`config.mk`:
```
export PLATFORM = sky130hd
export DESIGN_NAME = fsw_nbr
export DESIGN_NICKNAME = d
export VERILOG_FILES = /design/src/sv/fsw_pkg.sv /design/src/sv/fsw_nbr.sv
export SDC_FILE = /design/constraint.sdc
export NUM_CORES = 1
export LEC_CHECK = 0
export ABC_AREA = 1
export BUFFER_PORTS_ARGS = -buffer_cell sky130_fd_sc_hd__buf_2
export CAP_MARGIN = 20
export CORE_UTILIZATION = 45
export DETAILED_ROUTE_END_ITERATION = 7
export PLACE_DENSITY = 0.8
export RECOVER_POWER = 50
export SLEW_MARGIN = 20
export SYNTH_ARGS = -nofsm -noshare
export SYNTH_HDL_FRONTEND = slang
export SYNTH_SLANG_ARGS = --single-unit
```
`constraint.sdc`:
```
create_clock -name vclk -period 2
set_clock_uncertainty 0.2 [all_clocks]
set_input_delay 0.2 -clock vclk [all_inputs]
set_output_delay 0.2 -clock vclk [all_outputs]
set_load 0.02 [all_outputs]
```
`src/sv/fsw_pkg.sv`:
```
`default_nettype none
package fsw_pkg;

  localparam int GRID_DIM_DEF = 128;

  localparam logic [1:0] CELL_EMPTY = 2'd0;
  localparam logic [1:0] CELL_SAND  = 2'd1;
  localparam logic [1:0] CELL_WATER = 2'd2;

  localparam logic [1:0] KIND_TICK  = 2'd0;
  localparam logic [1:0] KIND_PAINT = 2'd1;
  localparam logic [1:0] KIND_READ  = 2'd2;

  typedef enum logic [2:0] {
    CAND_BELOW,
    CAND_BL,
    CAND_BR,
    CAND_LEFT,
    CAND_RIGHT
  } cand_t;

endpackage
`default_nettype wire

```
`src/sv/fsw_nbr.sv`:
```
`default_nettype none
module fsw_nbr
  import fsw_pkg::*;
#(
  parameter int GRID_DIM = GRID_DIM_DEF,
  localparam int CW = $clog2(GRID_DIM)
) (
  input  wire logic [CW-1:0]   r,
  input  wire logic [CW-1:0]   c,
  input  wire cand_t           cand,
  output logic                 ok,
  output logic [2*CW-1:0]      addr
);

  logic [CW-1:0] tr;
  logic [CW-1:0] tc;
  logic          has_left;
  logic          has_right;

  assign has_left  = (c != '0);
  assign has_right = (c != CW'(GRID_DIM - 1));

  // target cell of the candidate move, rows below are always inside
  always_comb begin
    tr = r + CW'(1);
    tc = c;
    ok = 1'b1;
    unique case (cand)
      CAND_BELOW: begin
      end
      CAND_BL: begin
        tc = c - CW'(1);
        ok = has_left;
      end
      CAND_BR: begin
        tc = c + CW'(1);
        ok = has_right;
      end
      CAND_LEFT: begin
        tr = r;
        tc = c - CW'(1);
        ok = has_left;
      end
      CAND_RIGHT: begin
        tr = r;
        tc = c + CW'(1);
        ok = has_right;
      end
      default: begin
        ok = 1'b0;
      end
    endcase
  end

  assign addr = {tr, tc};

endmodule
`default_nettype wire
```
==> Yosys cells after proc, flatten, opt, wreduce, memory -nomap -nowiden <==
Cells that the tools add are included.
{ "word_totals": {"regBits": 0, "in_bits": 17, "out_inout_bits": 15, "elab_cells": 16} }
{ "classes": {"add_sub_neg": 3, "eq_ne": 5, "mux": 3, "n_reduce_logical": 5} }
{ "ops": {"columns": ["op", "count"], "rows": [
  ["7-bit by 1-bit adder with 7-bit output (second input constant)", 2],
  ["7-bit case mux with 2 select lines", 1],
  ["7-bit two-way mux", 1],
  ["7-bit != test (second input constant)", 1],
  ["7-bit nonzero test", 1],
  ["7-bit by 1-bit subtractor with 7-bit output (second input constant)", 1],
  ["3-bit by 2-bit equality test with 1-bit output (second input constant)", 2],
  ["2-bit OR reduction", 3],
  ["3-bit by 1-bit equality test with 1-bit output (second input constant)", 1],
  ["3-bit equality test (second input constant)", 1],
  ["3-bit zero test", 1],
  ["1-bit case mux with 3 select lines", 1]
]} }

==> Longest topological paths before layout <==
{ "depth": {"depth_word": 3, "depth_mapped": 13, "mapped_depth_nobuf": 13} }

==> Worst setup path after synthesis <==
No wires, ideal clock.
{ "synth_path": {"path_type": "input-to-output", "startpoint": "input port cand[1]", "endpoint": "output port addr[3]", "arrival_time_ns": 1.624, "setup_slack_ns": -0.024, "cell_stages": 7, "n_path_buf": 0, "cell_sequence": "o21ai_2 -> nand2_4 -> ha_1 -> or2_2 -> nand2_1 -> xor2_1 -> o21ai_1"} }
{ "synth_via": {"elab_chain_cells": 3, "elab_cells_between_ends": 7, "classes_between": "eq/ne: 4; mux: 1; reduce/logical: 2"} }
{ "synth_lines": {"columns": ["item", "line", "text"], "rows": [
  ["start: declaration", "fsw_nbr.sv:10", "input wire cand_t cand,"],
  ["3-bit equality test (tied with other cells)", "fsw_nbr.sv:28", "unique case (cand)"],
  ["2-bit OR reduction (no line)", null, null],
  ["7-bit case mux with 2 select lines (*)", "fsw_nbr.sv:28", null],
  ["end: declaration", "fsw_nbr.sv:12", "output logic [2*CW-1:0] addr"]
]} }
Mark *: on every way between the ends. The rest lies on a longest branch, timed or not.

==> Worst setup path after layout <==
{ "layout_path": {"startpoint": "input port cand[1]", "endpoint": "output port addr[5]"} }
The elaborated chain is that of the path after synthesis.

==> results summary <==
The post-placement worst setup slack came out at -109 ps. Timing would allow up to roughly 0.46 GHz. The worst setup path is launched from an input pin.

The die is about 39 um wide. The post-synthesis net count came out at 129. The maximum number of pins on one net before global-route repair is 11. STA classifies the critical path endpoint as an output port. The repair_antennas step left the layout with diodes totalling 0. The synthesis-to-layout area growth came out at 75.0%. The via count of the first global-routing pass is 695. The routed wire length is between 2 and 3 mm. The global-route wire length before repair is 2.64 mm. Headroom to the max-slew limit came out at 74.3%. After layout, the worst path uses 108% of the clock period. Setup repair after global routing could not meet its margin everywhere. The data arrival time of the worst path came out at 1760 ps. The maximum fanout along the worst path is 8. The overall overflow remaining after global route came out at 0. The share of the yosys chip area belonging to registers came out at 0%. IR analysis of the VDD net gives a maximum drop of 0.308 mV. The number of pins with negative max-slew slack in the final report came out at 0. The fraction of final layout cells with drive strength greater than 1 came out at 49.7%.

On the final layout, the worst hold slack is 507 ps. The peak per-stage delay on the critical path came out at ~260 ps. The design has 0 sequential cells. The instance count of the mapped netlist is about 110.

The leakage power figure came out at 0.569 nW. Summing every instance area after synthesis gives 606 sq um. The critical path is of the input pin to output port type. The top-level port count is 32.

Averaged over all synthesized cells, the footprint is between 5 and 6 sq um. The post-layout net count came out at 177. The smallest clock period supported by the final layout is computed as between 2000 and 2500 ps. The final reports fail on setup timing.

The number of buffer cells added on primary ports came out at 32. The run finished, with violations left. The sequential cell area came out at 0 sq um. The number of different library cells used by synthesis comes to 24. The power density relative to cell area is 405 mW/mm^2. The initial antenna violation count is 0. The post-detailed-route count of antenna-violating nets came out at 0.

The area of the core came out at 0.00117 sq mm. The count of buffer and inverter cells on the critical path is 3. The post-DP HPWL is 1.40 mm. The min-delay analysis places its worst path in the category input pin to output port. The most common library cell in the layout ignoring fill and taps is nand2_1.

The die span in y came out at 38.7 um. The library cells used most frequently in the layout, excluding fill and tap cells, are nand2_1 (35), buf_2 (23), buf_4 (15), inv_1 (10). The number of warnings printed during yosys synthesis came out at 0. The transition time at the pin with the least slew margin came out at 382 ps. The least setup slack across all paths after layout came out at -162 ps.

In this run, the number of DRC markers left after iteration 0 of detailed routing was 45. For the worst setup path, the data required time is 1600 ps. Row generation in the floorplan step produced 12 rows. The DRC violations left came out at 0. The hold violation total from the final report came to 0. The total routing resource utilization after global routing is between 20% and 30%. The global placement routability congestion came out at approximately 0.8. The ratio of routed vias to standard cells is 5.76. The max-cap violation count is 0. The die area came out at roughly 0.0015 sq mm.

For this configuration, the core starts out at a cell density of 51.7%. In the finished layout, the clock tree contains a buffer count of 0. The first-pass iteration count of the detailed router came out at 4. The largest individual stage delay along the critical path comes from the cell ha_4. The via count of the routed design came out at around 950. The number of endpoints failing setup at the final stage came out at 3.

The quantity of hold-fixing buffers added after cts is 0. Broken down by cell family, the worst path's largest delay share belongs to simple AND/OR/NAND/NOR gates. The per-cell routed wire length came out at 16.7 um. Walking the worst path, the cells encountered are buf_8 -> o21ai_4 -> nand2_8 -> buf_6 -> ha_4 -> nand2_2 -> nand2_2 -> nand3b_1 -> nand3b_1 -> nand3_1 -> nand2_1 -> buf_6.
## report_power, final
group          internal (mW)  leakage (nW)  switching [mW]  total (mW)
clock                      0             0               0           0
combinational          0.189         0.569           0.240       0.429
sequential                 0             0               0           0
total                  0.189         0.569           0.240       0.429
## layout make-up
type	count	area (sq um)
fill	58	111
timing repair buffer	46	318
inverter	15	63.8
tap	14	17.5
multi-input combinational	90	661
## worst paths after layout
| path | from | to | slack, ps | cells past startpoint |
|---|---|---|---|---|
| setup / recovery | cand[1] | addr[5] | -160 | 12 |
| hold / removal | r[5] | addr[12] | 510 | 3 |
## synth_stat cells (2+ instances only)
library cell	n	area share [%]
o21ai_1	2	1.7
nand4_1	2	2.1
a21oi_1	3	2.5
ha_1	6	12
inv_1	13	8.1
xnor2_1	4	5.8
nor2_1	3	1.9
nand2_2	3	3.1
nand3b_1	2	2.5
nand3_1	8	6.6
nand2_1	38	24
nor3_1	2	1.7
xor2_1	6	8.7
o21ai_2	3	4.3
## layer usage
layer,vias to the layer above,GRT usage [%],part of all wire (%)
met4,0,0,3.8
li1,435,-,-
met5,-,0,0
met1,449,27.1,37
met3,10,0,6.4
met2,57,52.5,52
## what timing repair did
action / in CTS / in global routing
setup buffers: 1 / 2
pin swaps: 8 / 12
gates resized for setup: 17 / 21
endpoints found under the hold margin: 0 / 0
endpoints found under the setup margin: 5 / 5
cloned: 0 / 0
## cells by family (layout without fill, tap and decap cells)
group | after synthesis | in the layout | share of synthesized area (%)
adders and majority gates | 7 | 7 | 15.7
buffers and inverters | 15 | 61 | 10.1
AOI/OAI and AO/OA | 11 | 11 | 13.4
and+or+nand+nor | 62 | 62 | 46.3
xor gates and xnor gates | 10 | 10 | 14.5
## stage by stage
| step | cells | utilization, % | TNS [ps] | cell area [sq um] | power, mW |
|---|---|---|---|---|---|
| finish | 165 | 90.5 | -226 | 1060 | 0.429 |
| global route | 165 | 90.5 | -497 | 1060 | 0.452 |
| CTS | 163 | 81.1 | -19.7 | 950 | 0.355 |
| detailed placement | 162 | 74.3 | -339 | 870 | 0.325 |
| global placement | 162 | 74.3 | -180 | 870 | 0.318 |
| floorplan | 105 | - | 0 | 609 | 0.208 |
Power figures use the tool's default switching activity.
